File: src/hw/rtl/fmms_pkg.sv
// ----------------------------------------------------------------------------
// fmms_pkg
// Shared constants and float compare helpers for the min/max/minabs stats.
// ----------------------------------------------------------------------------
`default_nettype none
package fmms_pkg;

  localparam int unsigned COUNT_WIDTH = 32;

  localparam logic [31:0] POS_MAX_BITS = 32'h7F7F_FFFF;
  localparam logic [31:0] NEG_MAX_BITS = 32'hFF7F_FFFF;

  typedef enum logic [1:0] {
    REG_SPECIAL_ENABLE = 2'd0,
    REG_SPECIAL_VALUE  = 2'd1,
    REG_IGNORE_MASK    = 2'd2
  } reg_idx_t;

  typedef logic [COUNT_WIDTH-1:0] count_t;

  typedef struct packed {
    logic [31:0] max_bits;
    logic [31:0] min_bits;
    logic [31:0] min_abs_bits;
    count_t      tally;
  } accum_t;

  function automatic logic is_nan(input logic [31:0] a);
    is_nan = (a[30:23] == 8'hFF) && (a[22:0] != 23'd0);
  endfunction

  function automatic logic is_zero(input logic [31:0] a);
    is_zero = (a[30:0] == 31'd0);
  endfunction

  // a < b in IEEE order; false if either is nan, zeros compare equal
  function automatic logic f_lt(input logic [31:0] a, input logic [31:0] b);
    logic r;
    if (is_nan(a) || is_nan(b) || (is_zero(a) && is_zero(b))) begin
      r = 1'b0;
    end else if (a[31] != b[31]) begin
      r = a[31];
    end else if (a[31]) begin
      r = (a[30:0] > b[30:0]);
    end else begin
      r = (a[30:0] < b[30:0]);
    end
    f_lt = r;
  endfunction

endpackage
`default_nettype wire

File: src/hw/rtl/fmms_update.sv
// ----------------------------------------------------------------------------
// fmms_update
// Combinational accumulator update for one registered sample.
// ----------------------------------------------------------------------------
`default_nettype none
module fmms_update (
  input  wire logic               special_enable,
  input  wire logic [31:0]        special_value_bits,
  input  wire logic [31:0]        ignore_mask,
  input  wire logic [31:0]        sample,
  input  wire fmms_pkg::accum_t   acc,
  output fmms_pkg::accum_t        acc_upd
);

  logic        missing;
  logic [31:0] mag;

  always_comb begin
    missing = special_enable &&
              ((sample & ~ignore_mask) == (special_value_bits & ~ignore_mask));
    mag     = {1'b0, sample[30:0]};
    acc_upd = acc;
    if (missing) begin
      if (acc.tally != {fmms_pkg::COUNT_WIDTH{1'b1}}) begin
        acc_upd.tally = acc.tally + fmms_pkg::count_t'(1);
      end
    end else begin
      if (fmms_pkg::f_lt(acc.max_bits, sample)) acc_upd.max_bits = sample;
      if (fmms_pkg::f_lt(sample, acc.min_bits)) acc_upd.min_bits = sample;
      if (!fmms_pkg::is_zero(sample) && fmms_pkg::f_lt(mag, acc.min_abs_bits)) begin
        acc_upd.min_abs_bits = mag;
      end
    end
  end

endmodule
`default_nettype wire

File: src/hw/rtl/float_min_max_minabs_stats.sv
// ----------------------------------------------------------------------------
// float_min_max_minabs_stats
// Streaming fp32 max / min / smallest nonzero magnitude with missing counts.
// ----------------------------------------------------------------------------
// result path: a last item is registered in stage 1, then its result in the result register
// throughput: one item per cycle while stage 1 is not stalled; the accumulator
//   compare-select loop through acc_r is the path that sets it
// stalls: a last item waits in stage 1 while the previous result is not taken
// reset: synchronous active-low; clears config and valid registers, accumulators to
//   -FLT_MAX / FLT_MAX / FLT_MAX / 0, no pending result
`default_nettype none
module float_min_max_minabs_stats (
  input  wire logic        clk,
  input  wire logic        rst_n,
  input  wire logic        cfg_we,
  input  wire logic [1:0]  cfg_index,
  input  wire logic [31:0] cfg_data,
  input  wire logic        in_valid,
  output logic             in_ready,
  input  wire logic [31:0] in_sample_bits,
  input  wire logic        in_last_item,
  output logic             out_valid,
  input  wire logic        out_ready,
  output logic [31:0]      out_max_bits,
  output logic [31:0]      out_min_bits,
  output logic [31:0]      out_min_abs_bits,
  output logic [31:0]      out_missing_count
);

  logic             special_enable_r;
  logic [31:0]      special_value_r;
  logic [31:0]      ignore_mask_r;
  logic             s1_valid_r;
  logic [31:0]      s1_sample_r;
  logic             s1_last_r;
  fmms_pkg::accum_t acc_r, acc_upd, acc_nxt, acc_clr;
  logic             res_valid_r;
  fmms_pkg::accum_t res_r;
  logic             s1_stall;

  always_ff @(posedge clk) begin
    if (!rst_n) begin
      special_enable_r <= 1'b0;
      special_value_r  <= '0;
      ignore_mask_r    <= '0;
    end else if (cfg_we) begin
      unique case (cfg_index)
        fmms_pkg::REG_SPECIAL_ENABLE: special_enable_r <= cfg_data[0];
        fmms_pkg::REG_SPECIAL_VALUE:  special_value_r  <= cfg_data;
        fmms_pkg::REG_IGNORE_MASK:    ignore_mask_r    <= cfg_data;
        default: ;
      endcase
    end
  end

  // a last item waits in stage 1 while the result register is still full
  assign s1_stall = s1_valid_r && s1_last_r && res_valid_r && !out_ready;
  assign in_ready = !s1_stall;

  always_ff @(posedge clk) begin
    if (!rst_n) begin
      s1_valid_r <= 1'b0;
    end else if (!s1_stall) begin
      s1_valid_r <= in_valid;
    end
  end

  always_ff @(posedge clk) begin
    if (!s1_stall && in_valid) begin
      s1_sample_r <= in_sample_bits;
      s1_last_r   <= in_last_item;
    end
  end

  fmms_update u_update (
    .special_enable     (special_enable_r),
    .special_value_bits (special_value_r),
    .ignore_mask        (ignore_mask_r),
    .sample             (s1_sample_r),
    .acc                (acc_r),
    .acc_upd            (acc_upd)
  );

  always_comb begin
    acc_clr.max_bits     = fmms_pkg::NEG_MAX_BITS;
    acc_clr.min_bits     = fmms_pkg::POS_MAX_BITS;
    acc_clr.min_abs_bits = fmms_pkg::POS_MAX_BITS;
    acc_clr.tally        = '0;
    acc_nxt = acc_r;
    if (s1_valid_r && !s1_stall) begin
      acc_nxt = s1_last_r ? acc_clr : acc_upd;
    end
  end

  always_ff @(posedge clk) begin
    if (!rst_n) begin
      acc_r <= acc_clr;
    end else begin
      acc_r <= acc_nxt;
    end
  end

  always_ff @(posedge clk) begin
    if (!rst_n) begin
      res_valid_r <= 1'b0;
    end else if (s1_valid_r && s1_last_r && !s1_stall) begin
      res_valid_r <= 1'b1;
    end else if (out_ready) begin
      res_valid_r <= 1'b0;
    end
  end

  always_ff @(posedge clk) begin
    if (s1_valid_r && s1_last_r && !s1_stall) begin
      res_r <= acc_upd;
    end
  end

  assign out_valid        = res_valid_r;
  assign out_max_bits     = res_r.max_bits;
  assign out_min_bits     = res_r.min_bits;
  assign out_min_abs_bits = res_r.min_abs_bits;
  assign out_missing_count = (res_r.tally > fmms_pkg::count_t'(32'hFFFF_FFFF)) ?
                             32'hFFFF_FFFF : 32'(res_r.tally);

  // a stalled last item never loses its slot
  a_stall_holds: assert property (@(posedge clk) disable iff (!rst_n)
    s1_stall |=> s1_valid_r && s1_last_r)
    else $error("stalled item dropped");

  // pending result kept until taken
  a_res_holds: assert property (@(posedge clk) disable iff (!rst_n)
    out_valid && !out_ready |=> out_valid && $stable(res_r))
    else $error("result changed while waiting");

  // accumulators return to reset after a last item; checked on the tally
  a_clear: assert property (@(posedge clk) disable iff (!rst_n)
    s1_valid_r && s1_last_r && !s1_stall |=> acc_r.tally == '0)
    else $error("tally not cleared");

endmodule
`default_nettype wire

File: config.mk
export PLATFORM = sky130hd
export DESIGN_NAME = float_min_max_minabs_stats
export DESIGN_NICKNAME = d
export VERILOG_FILES = /design/src/hw/rtl/fmms_pkg.sv /design/src/hw/rtl/fmms_update.sv /design/src/hw/rtl/float_min_max_minabs_stats.sv
export SDC_FILE = /design/constraint.sdc
export NUM_CORES = 1
export LEC_CHECK = 0
export ABC_AREA = 1
export BUFFER_PORTS_ARGS = -buffer_cell sky130_fd_sc_hd__buf_2
export CORE_MARGIN = 5
export CORE_UTILIZATION = 40
export DETAILED_ROUTE_END_ITERATION = 12
export GPL_TIMING_DRIVEN = 0
export PLACE_DENSITY_LB_ADDON = 0.15
export SKIP_CTS_REPAIR_TIMING = 1
export SLEW_MARGIN = 30
export SYNTH_ARGS = -nofsm -noshare
export SYNTH_HDL_FRONTEND = slang
export SYNTH_HIERARCHICAL = 1
export SYNTH_SLANG_ARGS = --single-unit
File: constraint.sdc
create_clock -name clk -period 4.1 [get_ports clk]
set_clock_uncertainty 0.15 [all_clocks]
set_input_delay 0.205 -clock clk [delete_from_list [all_inputs] [get_ports clk]]
set_output_delay 0.205 -clock clk [all_outputs]
set_load 0.005 [all_outputs]
==> metrics.csv <==
stage,metric,value,unit
pwr,clockPowerShare,0.414,
grt,grt_pass1_wl,83500,µm
sta,fin_setup_tns,0,ps
drt,route.vias.total,16000,
sta,relSlewSlack,0.448,
final_layout,stdcell_count,3171,
synthesis,ys_seq_area_frac,0.489,
clocking,htreeDepth,2,
grt,antenna_found_initial,0,
grt,track_usage,0.213,
drt,postRouteAntennaNets,0,
worst_setup_path,endpoint_kind,register,
worst_setup_path,required,4390,ps
sta,layout_setup_ws,770,ps
clocking,root_buffer,clkbuf_16,
die,core,44200,µm²
pwr,p_comb_frac,0.130,
placement,gp_congestion,0.893,
die,die_x,221,µm
min_path,hp-class,input port to register,
pwr,ir_drop,0.296,mV
worst_setup_path,rrSetupSlack,770,ps
drt,wl,54900,µm
synthesis,synth_fp_nets,2397,
pwr,seq_power_share,0.455,
synthesis,ys_ff_latch,356,
final_layout,drive_gt1_frac,0.152,
clocking,cts_tree,done,
sta,max_freq,300,MHz
synthesis,yosys_warnings,6,
grt,grt_overflow,0,
worst_setup_path,critical_path.max_fanout,10,
min_path,min_from,rst_n,
sta,finalCriticalPeriod,3330,ps
die,die-area,49000,µm²
final_layout,area_delta_synth_final,21.8,%
placement,io_buffer_count,201,
pwr,power.density,413,nW/µm²
die,num_io_pins,202,
final_layout,regArea,8740,µm²
final_layout,antennaDiodeCount,0,
worst_setup_path,rr_startpoint,s1_sample_r[30]$_DFFE_PP_,
clocking,max-clock-path-buffers,3,
worst_setup_path,start_kind,register,
final_layout,multiInputGateArea,7900,µm²
worst_setup_path,criticalPathCategory,register to register,
final_layout,fin_nets,2713,
pwr,leakagePower,10.0,nW
clocking,clk_latency,570,ps
clocking,cts_sinks,356,
drt,vias_per_cell,5.03,
drt,drt-pass1-iter-count,6,
sta,setup_viol,0,
clocking,clk_pin_slew_worst_paths,60,ps
drt,wl_per_cell,17.3,µm
drt,drc,0,
min_path,holdPathStages,4,
drt,drt_iter0_drc,1208,
final_layout,n_fill_cell,4249,
worst_setup_path,arrival,3620,ps
synthesis,syn_inst,2232,
sta,post-route-period-util,0.812,
die,rows,77,
clocking,numCtsBuffers,39,
placement,place_ws,753,ps
pwr,intPower,0.00661,W
sta,drv_slew,0,
min_path,hold_path_end,ignore_mask_r[6]$_SDFFE_PN0P_,
grt,grt_start_max_net_pins,78,
synthesis,ys_types,40,
flow_run,maxCapViolations,0,
synthesis,syn-cell-area,17900,µm²
synthesis,synth.avg_cell_area,8.00,µm²
sta,hold_viol,0,
placement,placedCellCount,3028,
pwr,power_switching_share,0.265,
final_layout,final_util,0.492,
worst_setup_path,reg2reg_to,acc_r[116]$_SDFFE_PN1P_,
placement,place_hpwl,41300,µm
die,start_util,0.404,
die,die_y,221,µm
outcome,status,finished clean,
worst_setup_path,rr_worst_depth,16,
grt,grt_pass1_vias,14600,
sta,rsz0062_at_grt,false,
sta,worstMarginPinSlew,827,ps
pwr,switchingPower,0.00238,W
==> power by group through the flow <==
stage               Combinational (W)  Sequential, W  Clock (W)
floorplan                    0.000739        0.00411          0
global placement              0.00107        0.00417          0
detailed placement            0.00111        0.00417          0
CTS                           0.00112        0.00409    0.00381
global route                  0.00133        0.00411    0.00396
finish                        0.00117        0.00409    0.00372
==> worst max-delay path by stage <==
| stage | start | to | cells past startpoint |
|---|---|---|---|
| finish | s1_sample_r[30]$_DFFE_PP_ | acc_r[116]$_SDFFE_PN1P_ | 16 |
| floorplan | s1_valid_r$_SDFFE_PN0N_ | out_max_bits[0]$_DFFE_PP_ | 4 |
| CTS | s1_sample_r[30]$_DFFE_PP_ | acc_r[116]$_SDFFE_PN1P_ | 16 |
| global placement | s1_valid_r$_SDFFE_PN0N_ | out_min_abs_bits[2]$_DFFE_PP_ | 4 |
| global route | s1_sample_r[30]$_DFFE_PP_ | acc_r[119]$_SDFFE_PN0P_ | 15 |
| detailed placement | s1_sample_r[30]$_DFFE_PP_ | acc_r[116]$_SDFFE_PN1P_ | 16 |
==> routing by layer <==
metal | vias up | wire length (µm) | track usage
met5 | - | 0 | 0
met3 | 98 | 3690 | 0.0392
met1 | 7335 | 24700 | 0.297
met4 | 0 | 1760 | 0.0696
li1 | 7997 | - | -
met2 | 525 | 24700 | 0.338
==> worst max-delay path: stages (launching register included) <==
cell and delay [ps]:
edfxtp_1 660, inv_1 130, ha_1 320, nand2_1 70, nor2_1 210, nand4_1 150
nor2_1 200, nand2_1 150, nand2_1 80, nand2_1 50, nand2_1 190, nand3_2 190
buf_2 240, nand2_1 80, nand2_1 120, a21oi_1 150, nand2_1 60
==> Yosys cell counts <==
cell / instances / share of area
a211o_1: 1 / 0.00049
a21o_1: 4 / 0.0017
a21oi_1: 164 / 0.046
a21oi_2: 11 / 0.0054
and3_1: 6 / 0.0021
and3b_1: 6 / 0.0029
buf_1: 1 / 0.00021
buf_12: 1 / 0.0011
buf_2: 45 / 0.013
buf_4: 12 / 0.0050
buf_6: 2 / 0.0013
buf_8: 2 / 0.0017
clkbuf_1: 22 / 0.0046
clkbuf_2: 1 / 0.00028
clkbuf_4: 1 / 0.00042
dfxtp_1: 195 / 0.22
edfxtp_1: 161 / 0.27
ha_1: 93 / 0.065
inv_1: 182 / 0.038
inv_2: 16 / 0.0034
nand2_1: 656 / 0.14
nand2_2: 16 / 0.0056
nand3_1: 125 / 0.035
nand3_2: 6 / 0.0034
nand3b_1: 12 / 0.0050
nand4_1: 45 / 0.016
nor2_1: 269 / 0.057
nor2_2: 2 / 0.00070
nor2_4: 3 / 0.0019
nor3_1: 19 / 0.0053
nor3_4: 3 / 0.0027
nor4_1: 7 / 0.0025
nor4_2: 1 / 0.00070
o21a_1: 3 / 0.0013
o21ai_0: 92 / 0.026
o21ai_1: 23 / 0.0064
o21bai_1: 3 / 0.0013
or2_2: 1 / 0.00035
xnor2_1: 12 / 0.0059
xor2_1: 8 / 0.0039
==> logic make-up after synthesis <==
logic type / count (synthesis) / share of synthesized area
AND/OR/NAND/NOR: 1177 / 0.278
XOR/XNOR: 20 / 0.00981
buffers and inverters: 285 / 0.0689
flip-flops: 356 / 0.489
adder cells (fa/ha/maj): 93 / 0.0652
AO/OA/AOI/OAI: 301 / 0.0883
==> metrics by stage <==
stage	hold slack [ps]	power, W	area (µm²)
2_1_floorplan	154	0.00485	17900
3_3_place_gp	232	0.00525	19600
3_5_place_dp	233	0.00528	19700
4_1_cts	-365	0.00901	21000
5_1_grt	54.3	0.00940	21800
6_report	51.2	0.00899	21800
==> area by class of cell <==
type | count | share of cell area
sequential | 356 | 0.402
multi-input combinational | 1591 | 0.363
timing repair buffer | 275 | 0.0821
clock buffer | 52 | 0.0499
inverter | 198 | 0.0345
tap | 592 | 0.0340
buffer | 87 | 0.0224
clock inverter | 20 | 0.0123
==> layout by cell type, fill, tap and decap left out, types with 4 or more instances in the layout <==
| master | netlist | layout |
|---|---|---|
| nand2_1 | 656 | 656 |
| nor2_1 | 269 | 269 |
| buf_2 | 45 | 246 |
| dfxtp_1 | 195 | 195 |
| inv_1 | 182 | 181 |
| a21oi_1 | 164 | 163 |
| edfxtp_1 | 161 | 161 |
| nand3_1 | 125 | 125 |
| ha_1 | 93 | 93 |
| o21ai_0 | 92 | 92 |
| dlygate4sd3_1 | 0 | 71 |
| nand4_1 | 45 | 45 |
| clkbuf_16 | 0 | 40 |
| clkbuf_1 | 22 | 30 |
| o21ai_1 | 23 | 23 |
| nor3_1 | 19 | 19 |
| inv_2 | 16 | 16 |
| nand2_2 | 16 | 16 |
| buf_4 | 12 | 12 |
| nand3b_1 | 12 | 12 |
| xnor2_1 | 12 | 12 |
| a21oi_2 | 11 | 11 |
| clkinv_2 | 0 | 9 |
| xor2_1 | 8 | 8 |
| nor4_1 | 7 | 7 |
| bufinv_16 | 0 | 6 |
| and3b_1 | 6 | 6 |
| nand3_2 | 6 | 6 |
| and3_1 | 6 | 6 |
| clkbuf_8 | 0 | 4 |
| a21o_1 | 4 | 4 |
==> state kept, by name, summed over array words and instances (netlist names) <==
register	flops
out_valid	1
acc_r	128
s1_valid_r	1
ignore_mask_r	32
out_max_bits	32
special_enable_r	1
s1_sample_r	32
res_r	32
special_value_r	32
out_min_bits	32
s1_last_r	1
out_min_abs_bits	32
Note: power is estimated with default switching activity, not from simulation.
